[src/design/sobel_gradient_magnitude_top_defines.svh]
// Assertion macros shared by the Sobel gradient magnitude RTL.
// Included by every module that carries concurrent assertions; needs clk_i and rst_ni in scope.
`ifndef SOBEL_GRADIENT_MAGNITUDE_TOP_DEFINES_SVH
`define SOBEL_GRADIENT_MAGNITUDE_TOP_DEFINES_SVH

// Checks a property on every rising clock edge outside reset.
`define SGM_ASSERT(name, prop, msg) \
  name: assert property (@(posedge clk_i) disable iff (!rst_ni) prop) \
    else $error(msg);

// Checks that a condition never holds outside reset.
`define SGM_NEVER(name, cond, msg) \
  name: assert property (@(posedge clk_i) disable iff (!rst_ni) !(cond)) \
    else $error(msg);

`endif

[src/design/sgm_pkg.sv]
// Shared constants, types and codes of the Sobel gradient magnitude block.
// No dependencies; imported by every module of the block but sgm_ram.
`default_nettype none

package sgm_pkg;

  // Frame geometry.
  localparam int MAX_WIDTH = 1024;
  localparam int LINE_AW   = $clog2(MAX_WIDTH);
  localparam int COL_W     = LINE_AW;
  localparam int ROW_W     = 16;
  localparam int FW_W      = 11;
  localparam int FH_W      = 16;
  localparam int MIN_DIM   = 3;

  // Configuration port.
  localparam int CFG_IDX_W  = 1;
  localparam int CFG_DATA_W = 16;
  localparam logic [CFG_IDX_W-1:0] CFG_FRAME_WIDTH  = 1'd0;
  localparam logic [CFG_IDX_W-1:0] CFG_FRAME_HEIGHT = 1'd1;

  // Data path widths.
  localparam int PIX_W       = 8;
  localparam int MAG_W       = 8;
  localparam int LINE_WORD_W = 2 * PIX_W;
  localparam int KSUM_W      = PIX_W + 2;
  localparam int GRAD_W      = PIX_W + 3;
  localparam int ABS_W       = GRAD_W - 1;
  localparam int SQ_W        = 2 * ABS_W;
  localparam int SUMSQ_W     = SQ_W + 1;
  localparam int RAD_W       = 2 * MAG_W;
  localparam int REM_W       = MAG_W + 2;
  localparam int STEP_W      = $clog2(MAG_W);
  localparam logic [MAG_W-1:0] MAG_SAT = 8'd255;

  // Gradient queue.
  localparam int FIFO_DEPTH = 2;
  localparam int FIFO_AW    = $clog2(FIFO_DEPTH);
  localparam int FIFO_CNT_W = $clog2(FIFO_DEPTH + 1);

  // One gradient pair handed from the front end to the back end.
  typedef struct packed {
    logic signed [GRAD_W-1:0] gx;
    logic signed [GRAD_W-1:0] gy;
    logic                     last;
  } grad_t;

  // Queue status seen by its producer and consumer.
  typedef struct packed {
    logic full;
    logic empty;
  } fifo_stat_t;

endpackage

`default_nettype wire

[src/design/sgm_fifo.sv]
// Two-entry queue of gradient pairs between the front end and the back end.
// Depends on sgm_pkg and the assertion macros.
`default_nettype none
`include "sobel_gradient_magnitude_top_defines.svh"

module sgm_fifo import sgm_pkg::*; (
  input  wire logic  clk_i,
  input  wire logic  rst_ni,
  input  wire logic  push_i,
  input  wire grad_t entry_i,
  input  wire logic  pop_i,
  output grad_t      entry_o,
  output fifo_stat_t stat_o
);

  grad_t                 store_q [FIFO_DEPTH];
  logic [FIFO_AW-1:0]    wr_ptr_q, wr_ptr_d;
  logic [FIFO_AW-1:0]    rd_ptr_q, rd_ptr_d;
  logic [FIFO_CNT_W-1:0] count_q, count_d;

  // Pointer and fill-count update.
  always_comb begin
    wr_ptr_d = wr_ptr_q;
    rd_ptr_d = rd_ptr_q;
    count_d  = count_q;
    if (push_i) begin
      wr_ptr_d = (wr_ptr_q == FIFO_AW'(FIFO_DEPTH - 1)) ? '0 : wr_ptr_q + FIFO_AW'(1);
    end
    if (pop_i) begin
      rd_ptr_d = (rd_ptr_q == FIFO_AW'(FIFO_DEPTH - 1)) ? '0 : rd_ptr_q + FIFO_AW'(1);
    end
    unique case ({push_i, pop_i})
      2'b10:   count_d = count_q + FIFO_CNT_W'(1);
      2'b01:   count_d = count_q - FIFO_CNT_W'(1);
      default: count_d = count_q;
    endcase
  end

  always_ff @(posedge clk_i or negedge rst_ni) begin
    if (!rst_ni) begin
      wr_ptr_q <= '0;
      rd_ptr_q <= '0;
      count_q  <= '0;
    end else begin
      wr_ptr_q <= wr_ptr_d;
      rd_ptr_q <= rd_ptr_d;
      count_q  <= count_d;
    end
  end

  // Entry storage needs no reset.
  always_ff @(posedge clk_i) begin
    if (push_i) begin
      store_q[wr_ptr_q] <= entry_i;
    end
  end

  assign entry_o      = store_q[rd_ptr_q];
  assign stat_o.full  = (count_q == FIFO_CNT_W'(FIFO_DEPTH));
  assign stat_o.empty = (count_q == '0);

  `SGM_NEVER(a_fifo_overflow, push_i && stat_o.full && !pop_i, "gradient queue overflow")
  `SGM_NEVER(a_fifo_underflow, pop_i && stat_o.empty, "gradient queue underflow")

endmodule

`default_nettype wire

[config.mk]
export PLATFORM = sky130hd
export DESIGN_NAME = sgm_fifo
export DESIGN_NICKNAME = d
export VERILOG_FILES = /design/src/design/sgm_pkg.sv /design/src/design/sgm_fifo.sv
export VERILOG_INCLUDE_DIRS = /design/src /design/src/design
export SDC_FILE = /design/constraint.sdc
export NUM_CORES = 1
export LEC_CHECK = 0
export ABC_AREA = 1
export ABC_CLOCK_PERIOD_IN_PS = 2700
export BUFFER_PORTS_ARGS = -buffer_cell sky130_fd_sc_hd__buf_2
export CORE_ASPECT_RATIO = 0.7
export CORE_MARGIN = 5
export CORE_UTILIZATION = 51
export DETAILED_ROUTE_END_ITERATION = 16
export PLACE_DENSITY_LB_ADDON = 0.08
export SYNTH_ARGS = -nofsm -noshare
export SYNTH_HDL_FRONTEND = slang
export SYNTH_SLANG_ARGS = --single-unit
[constraint.sdc]
create_clock -name clk_i -period 2.7 [get_ports clk_i]
set_input_delay 0.405 -clock clk_i [delete_from_list [all_inputs] [get_ports clk_i]]
set_output_delay 0.405 -clock clk_i [all_outputs]
set_load 0.05 [all_outputs]
==> results.json <==
{
  "netlist_area_um2": 1960,
  "hold_class": "primary input to flop",
  "ys_seq_elements": 50,
  "synth.area.mux_share_pct": 0,
  "die_h_um": 61.9,
  "status": "complete, no violations",
  "syn_area_per_cell_um2": 13.6,
  "synth_nets": 172,
  "rsz0062_at_grt": "no",
  "cts_buffers": 5,
  "grt_util_all_layers_pct": 13.8,
  "setup_viol": 0,
  "crit_type": "flop to output pin",
  "clockBufferDepth": 2,
  "dieWidth_um": 84.1,
  "drive_gt1_share_pct": 35.6,
  "syn_inst": 144,
  "ff2ff_path_depth": 2,
  "r2r_end": "store_q[0][8]",
  "grt_pass1_wl_mm": 5.37,
  "port_buffers": 51,
  "antenna_found_initial": 0,
  "grt_max_degree": 31,
  "clockRootBuffer": "clkbuf_8",
  "synth-compound-area-share_pct": 7.79,
  "start_util_pct": 54.4,
  "route.met2.wl_mm": 1.67,
  "cts.clk_slew.worst_paths_ns": 0.08,
  "fin_crit_sh_pct": 80.8,
  "crit_end": "entry_o[14]",
  "post-cts-setup-buffers": 0,
  "totalWireLength_mm": 3.31,
  "yosys_warnings": 0,
  "core_um2": 3600,
  "wl_met1_mm": 1.35,
  "clk_latency_ns": 0.30,
  "rows": 18,
  "cts_tree": "done",
  "crit_fanout": 30,
  "drt_first_iter_violations": 57,
  "min_period_ns": 2.18,
  "max_freq_mhz": 458,
  "end_kind": "output pin",
  "route.met3.wl_um": 228,
  "io_pins": 52,
  "syn_to_final_growth_pct": 20.8,
  "maxCapViolations": 0,
  "worst_slew_pin_slew_ns": 0.664,
  "routed-via-count": 1182,
  "clock_sinks": 50,
  "routed_via_density": 4.69,
  "ant_nets": 0,
  "cts_hold_buf": 1,
  "cp-startpoint": "rd_ptr_q",
  "drc_errors": 0,
  "startpoint_type": "flop",
  "ir_drop_uv": 744,
  "tns_ns": 0,
  "finalNetCount": 229,
  "first_pass_iters": 4,
  "finalHoldViolations": 0,
  "top_layer_used": "met4",
  "wl_per_cell_um": 13.1,
  "overflow": 0,
  "cp.arrival_ns": 1.78,
  "required_ns": 2.30,
  "first_global_vias": 1221,
  "reg2reg_slack_ns": 1.14,
  "p_per_area_nw_per_um2": 1220,
  "synth_xor_area_share_pct": 1.34,
  "synthSimpleGateAreaFrac_pct": 6.51,
  "synth-adder-area-share_pct": 0.639,
  "synth_top_family_by_area": "buffers and inverters",
  "routabilityCongestion": 0.698,
  "dp_hpwl_mm": 2.34,
  "slew_viol_final": 0,
  "ys_types": 15,
  "ctsResizeCount": 0,
  "htreeDepth": 2,
  "dieArea_um2": 5200,
  "r2r-start": "wr_ptr_q",
  "pre_cts_ws_ns": 0.835,
  "slew_headroom_pct": 55.7,
  "yosysSeqAreaShare_pct": 75.6,
  "antennaDiodeCount": 0,
  "skew_ns": 0.00796,
  "p_leak_nw": 1.05,
  "worst_slack_ns": 0.518
}
-- routing by layer --
layer  vias to the layer above  track usage (%)
met5                         -                0
met4                         0             7.80
met3                        10             5.27
met2                        40             24.7
met1                       541             14.6
li1                        591                -
-- worst max-delay path, cell delays in order (launching register included) --
cell and delay (ns):
dfrtp_1 0.78, buf_12 0.26, nand2_1 0.07, o21ai_0 0.08, buf_2 0.29
-- metrics by stage --
stage | utilization [%] | power [mW] | area, µm² | cells | hold WS (ns)
after floorplan | - | 2.22 | 1960 | 144 | 0.109
after global placement | 62.8 | 2.47 | 2260 | 243 | 0.213
after detailed placement | 62.8 | 2.50 | 2260 | 243 | 0.214
after CTS | 65.7 | 2.93 | 2370 | 252 | 0.286
after global routing | 65.7 | 3.06 | 2370 | 252 | 0.281
final | 65.7 | 2.90 | 2370 | 252 | 0.291
-- cells in the final DEF (no fill, tap or decap), drive strengths merged --
master       Yosys  final
buf              5     54
edfxtp          46     46
inv             29     29
nand2           28     28
o21ai           23     23
clkbuf           0      7
dfrtp            4      4
nor2             3      3
xor2             2      2
xnor2            1      1
nand3            1      1
nand4            1      1
ha               1      1
clkinv           0      1
dlygate4sd3      0      1
-- area by class of cell --
class                   instances  area (µm²)
flip-flops and latches         50        1480
clock inverters                 1        5.00
inverters                      29         109
well taps                      50        62.6
clock buffers                   7        86.3
fillers                       275        1240
multi-input cells              60         322
repair buffers                 55         300
-- report_power, final --
group          leakage, nW  switching [mW]  internal, mW
Clock               0.0482           0.222         0.207
Combinational        0.521            1.03         0.304
Sequential           0.479          0.0987          1.03
Total                 1.05            1.35          1.54
-- Yosys cell counts --
library cell | count | area share (%)
nand3_1 | 1 | 0.26
o21ai_0 | 6 | 1.5
buf_2 | 1 | 0.26
xor2_1 | 2 | 0.89
o21ai_1 | 7 | 1.8
nand4_1 | 1 | 0.32
nor2_1 | 3 | 0.57
buf_6 | 4 | 2.3
o21ai_2 | 10 | 4.5
xnor2_1 | 1 | 0.45
ha_1 | 1 | 0.64
nand2_1 | 28 | 5.4
dfrtp_1 | 4 | 5.1
inv_1 | 29 | 5.6
edfxtp_1 | 46 | 70
-- state kept, by name (all words and copies together), names as in the netlist --
name / cells
store_q: 46
count_q: 2
rd_ptr_q: 1
wr_ptr_q: 1
-- logic make-up (layout without fill, tap and decap cells) --
logic type / count (synthesis) / after routing
DFF: 50 / 50
buffers and inverters: 34 / 92
adders and majority gates: 1 / 1
and+or+nand+nor: 33 / 33
xor gates and xnor gates: 3 / 3
AOI/OAI and AO/OA: 23 / 23
-- how the worst min path moves through the flow --
stage	cells past startpoint	to	slack, ns	start
finish	1	store_q[1][10]	0.29	entry_i[10]
global route	1	store_q[0][0]	0.28	entry_i[0]
CTS	1	store_q[1][10]	0.29	entry_i[10]
detailed placement	1	count_q[0]	0.21	rst_ni
global placement	1	count_q[1]	0.21	rst_ni
floorplan	0	count_q[0]	0.11	rst_ni
No activity file was read; power rests on OpenSTA's default activity.
