===== config.mk =====
export PLATFORM = sky130hd
export DESIGN_NAME = sgm_back
export DESIGN_NICKNAME = d
export VERILOG_FILES = /design/src/design/sgm_pkg.sv /design/src/design/sgm_back.sv
export VERILOG_INCLUDE_DIRS = /design/src /design/src/design
export SDC_FILE = /design/constraint.sdc
export NUM_CORES = 1
export LEC_CHECK = 0
export BUFFER_PORTS_ARGS = -buffer_cell sky130_fd_sc_hd__buf_2
export CORE_MARGIN = 2
export CORE_UTILIZATION = 61
export DETAILED_ROUTE_END_ITERATION = 10
export PLACE_DENSITY = 0.79
export SLEW_MARGIN = 5
export SYNTH_ARGS = -nofsm -noshare
export SYNTH_HDL_FRONTEND = slang
export SYNTH_SLANG_ARGS = --single-unit

===== constraint.sdc =====
create_clock -name clk_i -period 8.8 [get_ports clk_i]
set_input_delay 0.44 -clock clk_i [delete_from_list [all_inputs] [get_ports clk_i]]
set_output_delay 0.44 -clock clk_i [all_outputs]
set_load 0.01 [all_outputs]

===== src/design/sobel_gradient_magnitude_top_defines.svh =====
// Assertion macros shared by the Sobel gradient magnitude RTL.
// Included by every module that carries concurrent assertions; needs clk_i and rst_ni in scope.
`ifndef SOBEL_GRADIENT_MAGNITUDE_TOP_DEFINES_SVH
`define SOBEL_GRADIENT_MAGNITUDE_TOP_DEFINES_SVH

// Checks a property on every rising clock edge outside reset.
`define SGM_ASSERT(name, prop, msg) \
  name: assert property (@(posedge clk_i) disable iff (!rst_ni) prop) \
    else $error(msg);

// Checks that a condition never holds outside reset.
`define SGM_NEVER(name, cond, msg) \
  name: assert property (@(posedge clk_i) disable iff (!rst_ni) !(cond)) \
    else $error(msg);

`endif


===== src/design/sgm_pkg.sv =====
// Shared constants, types and codes of the Sobel gradient magnitude block.
// No dependencies; imported by every module of the block but sgm_ram.
`default_nettype none

package sgm_pkg;

  // Frame geometry.
  localparam int MAX_WIDTH = 1024;
  localparam int LINE_AW   = $clog2(MAX_WIDTH);
  localparam int COL_W     = LINE_AW;
  localparam int ROW_W     = 16;
  localparam int FW_W      = 11;
  localparam int FH_W      = 16;
  localparam int MIN_DIM   = 3;

  // Configuration port.
  localparam int CFG_IDX_W  = 1;
  localparam int CFG_DATA_W = 16;
  localparam logic [CFG_IDX_W-1:0] CFG_FRAME_WIDTH  = 1'd0;
  localparam logic [CFG_IDX_W-1:0] CFG_FRAME_HEIGHT = 1'd1;

  // Data path widths.
  localparam int PIX_W       = 8;
  localparam int MAG_W       = 8;
  localparam int LINE_WORD_W = 2 * PIX_W;
  localparam int KSUM_W      = PIX_W + 2;
  localparam int GRAD_W      = PIX_W + 3;
  localparam int ABS_W       = GRAD_W - 1;
  localparam int SQ_W        = 2 * ABS_W;
  localparam int SUMSQ_W     = SQ_W + 1;
  localparam int RAD_W       = 2 * MAG_W;
  localparam int REM_W       = MAG_W + 2;
  localparam int STEP_W      = $clog2(MAG_W);
  localparam logic [MAG_W-1:0] MAG_SAT = 8'd255;

  // Gradient queue.
  localparam int FIFO_DEPTH = 2;
  localparam int FIFO_AW    = $clog2(FIFO_DEPTH);
  localparam int FIFO_CNT_W = $clog2(FIFO_DEPTH + 1);

  // One gradient pair handed from the front end to the back end.
  typedef struct packed {
    logic signed [GRAD_W-1:0] gx;
    logic signed [GRAD_W-1:0] gy;
    logic                     last;
  } grad_t;

  // Queue status seen by its producer and consumer.
  typedef struct packed {
    logic full;
    logic empty;
  } fifo_stat_t;

endpackage

`default_nettype wire


===== src/design/sgm_back.sv =====
// Back end: squares the gradients, takes the integer square root, saturates, drives results.
// Depends on sgm_pkg and the assertion macros.
`default_nettype none
`include "sobel_gradient_magnitude_top_defines.svh"

module sgm_back import sgm_pkg::*; (
  input  wire logic             clk_i,
  input  wire logic             rst_ni,
  input  wire grad_t            entry_i,
  input  wire fifo_stat_t       fifo_stat_i,
  output logic                  pop_o,
  output logic                  m_tvalid_o,
  input  wire logic             m_tready_i,
  output logic [MAG_W-1:0]      m_tdata_o,
  output logic                  m_tlast_o
);

  localparam logic [2:0] ST_IDLE   = 3'd0;
  localparam logic [2:0] ST_SQUARE = 3'd1;
  localparam logic [2:0] ST_SUM    = 3'd2;
  localparam logic [2:0] ST_ROOT   = 3'd3;
  localparam logic [2:0] ST_DONE   = 3'd4;

  logic [2:0]               state_q, state_d;
  logic signed [GRAD_W-1:0] gx_q, gy_q;
  logic                     last_q;
  logic [SQ_W-1:0]          sqx_q, sqy_q;
  logic [RAD_W-1:0]         rad_q, rad_d;
  logic [REM_W-1:0]         rem_q, rem_d;
  logic [MAG_W-1:0]         root_q, root_d;
  logic                     sat_q;
  logic [STEP_W-1:0]        step_q, step_d;
  logic [ABS_W-1:0]         ax, ay;
  logic [SUMSQ_W-1:0]       sumsq;
  logic [REM_W+1:0]         rem_sh, trial;
  logic                     out_free, load;
  logic                     m_tvalid_q;
  logic [MAG_W-1:0]         m_data_q;
  logic                     m_last_q;

  // Magnitudes, sum of squares and one root digit per step.
  assign ax     = gx_q[GRAD_W-1] ? ABS_W'(-gx_q) : ABS_W'(gx_q);
  assign ay     = gy_q[GRAD_W-1] ? ABS_W'(-gy_q) : ABS_W'(gy_q);
  assign sumsq  = SUMSQ_W'(sqx_q) + SUMSQ_W'(sqy_q);
  assign rem_sh = {rem_q, rad_q[RAD_W-1 -: 2]};
  assign trial  = (REM_W+2)'({root_q, 2'b01});

  always_comb begin
    rad_d  = rad_q << 2;
    step_d = step_q - STEP_W'(1);
    if (rem_sh >= trial) begin
      rem_d  = REM_W'(rem_sh - trial);
      root_d = {root_q[MAG_W-2:0], 1'b1};
    end else begin
      rem_d  = rem_sh[REM_W-1:0];
      root_d = {root_q[MAG_W-2:0], 1'b0};
    end
  end

  assign out_free = !m_tvalid_q || m_tready_i;
  assign pop_o    = (state_q == ST_IDLE) && !fifo_stat_i.empty;
  assign load     = (state_q == ST_DONE) && out_free;

  // Sequencer.
  always_comb begin
    state_d = state_q;
    unique case (state_q)
      ST_IDLE:   if (pop_o) state_d = ST_SQUARE;
      ST_SQUARE: state_d = ST_SUM;
      ST_SUM:    state_d = ST_ROOT;
      ST_ROOT:   if (step_q == '0) state_d = ST_DONE;
      ST_DONE:   if (out_free) state_d = ST_IDLE;
      default:   state_d = ST_IDLE;
    endcase
  end

  always_ff @(posedge clk_i or negedge rst_ni) begin
    if (!rst_ni) begin
      state_q <= ST_IDLE;
    end else begin
      state_q <= state_d;
    end
  end

  // Working registers of the arithmetic.
  always_ff @(posedge clk_i) begin
    if (pop_o) begin
      gx_q   <= entry_i.gx;
      gy_q   <= entry_i.gy;
      last_q <= entry_i.last;
    end
    if (state_q == ST_SQUARE) begin
      sqx_q <= ax * ax;
      sqy_q <= ay * ay;
    end
    if (state_q == ST_SUM) begin
      sat_q  <= |sumsq[SUMSQ_W-1:RAD_W];
      rad_q  <= sumsq[RAD_W-1:0];
      rem_q  <= '0;
      root_q <= '0;
      step_q <= STEP_W'(MAG_W - 1);
    end else if (state_q == ST_ROOT) begin
      rad_q  <= rad_d;
      rem_q  <= rem_d;
      root_q <= root_d;
      step_q <= step_d;
    end
  end

  // Output word register.
  always_ff @(posedge clk_i or negedge rst_ni) begin
    if (!rst_ni) begin
      m_tvalid_q <= 1'b0;
    end else if (load) begin
      m_tvalid_q <= 1'b1;
    end else if (m_tready_i) begin
      m_tvalid_q <= 1'b0;
    end
  end

  always_ff @(posedge clk_i) begin
    if (load) begin
      m_data_q <= sat_q ? MAG_SAT : root_q;
      m_last_q <= last_q;
    end
  end

  assign m_tvalid_o = m_tvalid_q;
  assign m_tdata_o  = m_data_q;
  assign m_tlast_o  = m_last_q;

  `SGM_ASSERT(a_back_pop_starts, pop_o |=> state_q == ST_SQUARE,
              "popped entry did not start the square stage")
  `SGM_ASSERT(a_back_root_ends, state_q == ST_ROOT && step_q == '0 |=> state_q == ST_DONE,
              "root iteration did not finish after the last digit")

endmodule

`default_nettype wire


==> flow_results.xml <==
<?xml version="1.0" encoding="UTF-8"?>
<metrics>
  <group name="die">
    <metric name="die_w" unit="um">137</metric>
    <metric name="start_util" unit="%">62.2</metric>
    <metric name="ios" unit="">39</metric>
    <metric name="die_area" unit="um2">18700</metric>
    <metric name="rows" unit="">48</metric>
    <metric name="placeableCoreArea" unit="um2">17300</metric>
    <metric name="die_height" unit="um">137</metric>
  </group>
  <group name="sta">
    <metric name="grt_setup_unrepaired" unit="">no</metric>
    <metric name="slew_violations" unit="">0</metric>
    <metric name="final_min_period_over_clock_period" unit="%">84.7</metric>
    <metric name="final.setup.worst_slack" unit="ps">1350</metric>
    <metric name="worst_pin_slew" unit="ps">1110</metric>
    <metric name="fin_crit" unit="ps">7450</metric>
    <metric name="setup_viol" unit="">0</metric>
    <metric name="finalHoldViolations" unit="">0</metric>
    <metric name="clock-skew-final" unit="ps">7.56</metric>
    <metric name="relSlewSlack" unit="%">24.3</metric>
    <metric name="max_freq" unit="MHz">134</metric>
    <metric name="timing.setup.tns" unit="ps">0</metric>
  </group>
  <group name="logic_synthesis">
    <metric name="postSynth.topFlopCell" unit="">sky130_fd_sc_hd__edfxtp_1</metric>
    <metric name="postSynthAreaPerCell" unit="um2">9.88</metric>
    <metric name="synth_nets" unit="">1338</metric>
    <metric name="synth_largest_area_cell" unit="">sky130_fd_sc_hd__edfxtp_1</metric>
    <metric name="synth_sequential_area_ratio" unit="%">29.1</metric>
    <metric name="synth-edff-count" unit="">87</metric>
    <metric name="netlist-cell-type-count" unit="">70</metric>
    <metric name="synthDominantCellAreaShare" unit="%">24.3</metric>
    <metric name="synth.cell_area" unit="um2">10800</metric>
    <metric name="instance_count_of_the_mapped_netlist" unit="">1089</metric>
    <metric name="netlist_top_cells_area" unit="">sky130_fd_sc_hd__edfxtp_1, sky130_fd_sc_hd__fa_1, sky130_fd_sc_hd__ha_1</metric>
    <metric name="synth_warnings" unit="">0</metric>
    <metric name="fraction_of_synthesis_flops_using_an_asynchronous_set_or_reset_pin" unit="%">3.57</metric>
    <metric name="postSynthRegisterBits" unit="">112</metric>
  </group>
  <group name="setup_path">
    <metric name="cp_data_arrival_time" unit="ps">7550</metric>
    <metric name="r2r-end" unit="">sqy_q[18]</metric>
    <metric name="required" unit="ps">8890</metric>
    <metric name="worst_reg2reg_startpoint" unit="">gy_q[0]</metric>
    <metric name="critical_path_class" unit="">register to register</metric>
    <metric name="critical_path.max_fanout" unit="">9</metric>
    <metric name="reg2reg_setup_slack" unit="ps">1350</metric>
    <metric name="ff2ff_path_depth" unit="">19</metric>
    <metric name="kind_of_launch_point_of_the_worst_setup_path" unit="">register</metric>
    <metric name="critical_path_capture_point_type" unit="">register</metric>
  </group>
  <group name="finish">
    <metric name="nets" unit="">1373</metric>
    <metric name="drive_above_1_share" unit="%">7.79</metric>
    <metric name="mostFrequentLayoutCell" unit="">sky130_fd_sc_hd__inv_1</metric>
    <metric name="seqCellArea" unit="um2">3130</metric>
    <metric name="antenna_cells" unit="">0</metric>
    <metric name="multiInputGateArea" unit="um2">6860</metric>
    <metric name="finalNonFillerCells" unit="">1354</metric>
    <metric name="layout.filler_cells" unit="">1376</metric>
    <metric name="finish.instance_area" unit="um2">11500</metric>
    <metric name="most-common-layout-cells" unit="">sky130_fd_sc_hd__inv_1, sky130_fd_sc_hd__ha_1, sky130_fd_sc_hd__nand2_1</metric>
    <metric name="area.growth.synth_to_final" unit="%">6.96</metric>
  </group>
  <group name="power">
    <metric name="fin_total_pwr" unit="W">0.00373</metric>
    <metric name="vdd_ir_drop_max" unit="uV">261</metric>
    <metric name="power.static_leakage" unit="nW">5.44</metric>
    <metric name="power_density_of_the_placed_cells" unit="nW/um2">324</metric>
  </group>
  <group name="placed_design">
    <metric name="numPlacedInstances" unit="">1337</metric>
    <metric name="io_buffers" unit="">37</metric>
    <metric name="place_worst_setup_slack" unit="ps">1620</metric>
    <metric name="dp_hpwl" unit="um">16300</metric>
    <metric name="gp_routability_congestion" unit="">0.875</metric>
    <metric name="placement.cell_area" unit="um2">11200</metric>
  </group>
  <group name="hold_path">
    <metric name="hold_path_depth" unit="">1</metric>
    <metric name="hold_path_class" unit="">primary input to register</metric>
    <metric name="hp-start" unit="">entry_i[3]</metric>
    <metric name="hold-path-endpoint" unit="">gy_q[2]</metric>
  </group>
  <group name="clock_network">
    <metric name="cts-htree-levels" unit="">3</metric>
    <metric name="cts_tree" unit="">yes</metric>
    <metric name="tritoncts_sinks" unit="">112</metric>
    <metric name="worst_setup_hold_path_clk_slew" unit="ps">80</metric>
    <metric name="clk_path_buf_depth" unit="">2</metric>
    <metric name="clock_latency" unit="ps">360</metric>
    <metric name="tritoncts.num_buffers" unit="">9</metric>
    <metric name="cts-resized-gates" unit="">0</metric>
    <metric name="clock-root-buffer" unit="">sky130_fd_sc_hd__clkbuf_16</metric>
  </group>
  <group name="global_routing">
    <metric name="congestion_overflow_gr" unit="">0</metric>
    <metric name="groute.layer.met1.usage" unit="%">31.2</metric>
    <metric name="grtUsageMet3" unit="%">3.48</metric>
    <metric name="antenna_found_initial" unit="">0</metric>
    <metric name="grt_pass1_wl" unit="um">35600</metric>
    <metric name="grt_start_max_net_pins" unit="">39</metric>
    <metric name="grt-busiest-layer" unit="">met2</metric>
    <metric name="globalRouteMet2Util" unit="%">41.6</metric>
    <metric name="gr-usage-all-layers" unit="%">23.9</metric>
    <metric name="grt_pass1_vias" unit="">7648</metric>
  </group>
  <group name="routing">
    <metric name="antenna_left" unit="">0</metric>
    <metric name="route.detailed.vias_per_inst" unit="">5.66</metric>
    <metric name="wirelength_per_cell" unit="um">15.2</metric>
    <metric name="firstDrtPassIters" unit="">5</metric>
    <metric name="detailroute.via_count" unit="">7670</metric>
    <metric name="route.detailed.drc" unit="">0</metric>
    <metric name="initialDrtViolationCount" unit="">388</metric>
    <metric name="routed_wirelength" unit="um">20600</metric>
  </group>
  <group name="outcome">
    <metric name="outcome" unit="">complete, no violations</metric>
  </group>
  <group name="run">
    <metric name="cap_viol_max_count" unit="">0</metric>
  </group>
</metrics>
-- flip-flops by register name, summed over array words and instances, names as in the netlist --
| signal | count |
|---|---|
| root_q | 8 |
| sqy_q | 19 |
| step_q | 3 |
| rad_q | 16 |
| m_tlast_o | 1 |
| m_tdata_o | 8 |
| gy_q | 11 |
| rem_q | 10 |
| state_q | 3 |
| last_q | 1 |
| gx_q | 11 |
| sqx_q | 19 |
| sat_q | 1 |
| m_tvalid_o | 1 |
-- power breakdown --
group	total (W)	switching, W	internal [W]
Sequential	0.000925	0.0000775	0.000848
Combinational	0.00238	0.00138	0.00101
Clock	0.000422	0.000201	0.000222
-- cells in the mapped netlist (8+ instances only) --
cell type / count
sky130_fd_sc_hd__a21o_1: 19
sky130_fd_sc_hd__a21oi_1: 42
sky130_fd_sc_hd__a31oi_1: 8
sky130_fd_sc_hd__and2_1: 9
sky130_fd_sc_hd__clkbuf_1: 15
sky130_fd_sc_hd__dfxtp_1: 21
sky130_fd_sc_hd__edfxtp_1: 87
sky130_fd_sc_hd__fa_1: 92
sky130_fd_sc_hd__ha_1: 129
sky130_fd_sc_hd__inv_1: 183
sky130_fd_sc_hd__mux2i_1: 11
sky130_fd_sc_hd__nand2_1: 101
sky130_fd_sc_hd__nand2b_1: 13
sky130_fd_sc_hd__nand3_1: 10
sky130_fd_sc_hd__nor2_1: 74
sky130_fd_sc_hd__nor3_1: 11
sky130_fd_sc_hd__o211ai_1: 9
sky130_fd_sc_hd__o21ai_0: 40
sky130_fd_sc_hd__o22ai_1: 10
sky130_fd_sc_hd__o31ai_1: 8
sky130_fd_sc_hd__or2_2: 9
sky130_fd_sc_hd__xnor2_1: 52
sky130_fd_sc_hd__xor2_1: 24
-- cell type report --
class | instances | share of cell area [%]
Clock inverter | 5 | 0.370
Multi-Input combinational cell | 772 | 59.6
Inverter | 186 | 6.09
Clock buffer | 11 | 2.29
Tap cell | 225 | 2.45
Timing Repair Buffer | 43 | 2.02
Sequential cell | 112 | 27.2
-- kinds of logic (layout without fill, tap and decap cells) --
logic type | after synthesis | count (layout) | share of synthesized area [%]
compound gates | 189 | 189 | 11.7
xor+xnor | 78 | 78 | 6.59
fa+ha+maj | 221 | 221 | 32.1
buf+inv | 205 | 245 | 7.28
flops | 112 | 112 | 29.1
mux | 17 | 17 | 1.65
simple gates | 267 | 267 | 11.6
-- worst max path at each step --
stage	cells after the start	end	startpoint	slack [ps]
6_report	19	sqy_q[18]	gy_q[0]	1350
5_1_grt	25	sqy_q[13]	gy_q[0]	980
4_1_cts	19	sqy_q[18]	gy_q[0]	1450
3_5_place_dp	19	sqy_q[18]	gy_q[0]	1620
3_3_place_gp	21	sqy_q[18]	gy_q[0]	1670
2_1_floorplan	24	sqy_q[13]	gy_q[0]	2290
-- per-layer routing --
layer	part of all wire, %	vias up
met1	44	3739
met3	4.2	24
li1	-	3742
met4	1.6	0
met5	0	-
met2	50	165
-- what timing repair did --
| item | CTS | global route |
|---|---|---|
| hold buffers | 1 | 0 |
| hold endpoints to repair | 4 | 0 |
| setup endpoints to repair | 0 | 0 |
| buffers inserted | 0 | 0 |
-- through the flow --
stage | hold WS [ps] | util (%)
final | 251 | 66.6
after global routing | 248 | 66.6
after CTS | 242 | 66.6
after detailed placement | 251 | 64.7
after global placement | 248 | 64.7
after floorplan | 144 | -
-- critical path: stages, from the launching register on --
cell	delay, ps
sky130_fd_sc_hd__edfxtp_1	570
sky130_fd_sc_hd__inv_1	310
sky130_fd_sc_hd__ha_1	270
sky130_fd_sc_hd__or4b_2	660
sky130_fd_sc_hd__o41ai_4	300
sky130_fd_sc_hd__xnor2_1	320
sky130_fd_sc_hd__nand2_1	190
sky130_fd_sc_hd__fa_1	540
sky130_fd_sc_hd__fa_1	550
sky130_fd_sc_hd__inv_1	60
sky130_fd_sc_hd__fa_1	500
sky130_fd_sc_hd__fa_1	540
sky130_fd_sc_hd__inv_1	50
sky130_fd_sc_hd__fa_1	520
sky130_fd_sc_hd__inv_1	40
sky130_fd_sc_hd__ha_1	230
sky130_fd_sc_hd__a2111oi_0	940
sky130_fd_sc_hd__o211ai_1	290
sky130_fd_sc_hd__nand2_1	170
sky130_fd_sc_hd__o311ai_0	130
Power figures use the tool's default switching activity.
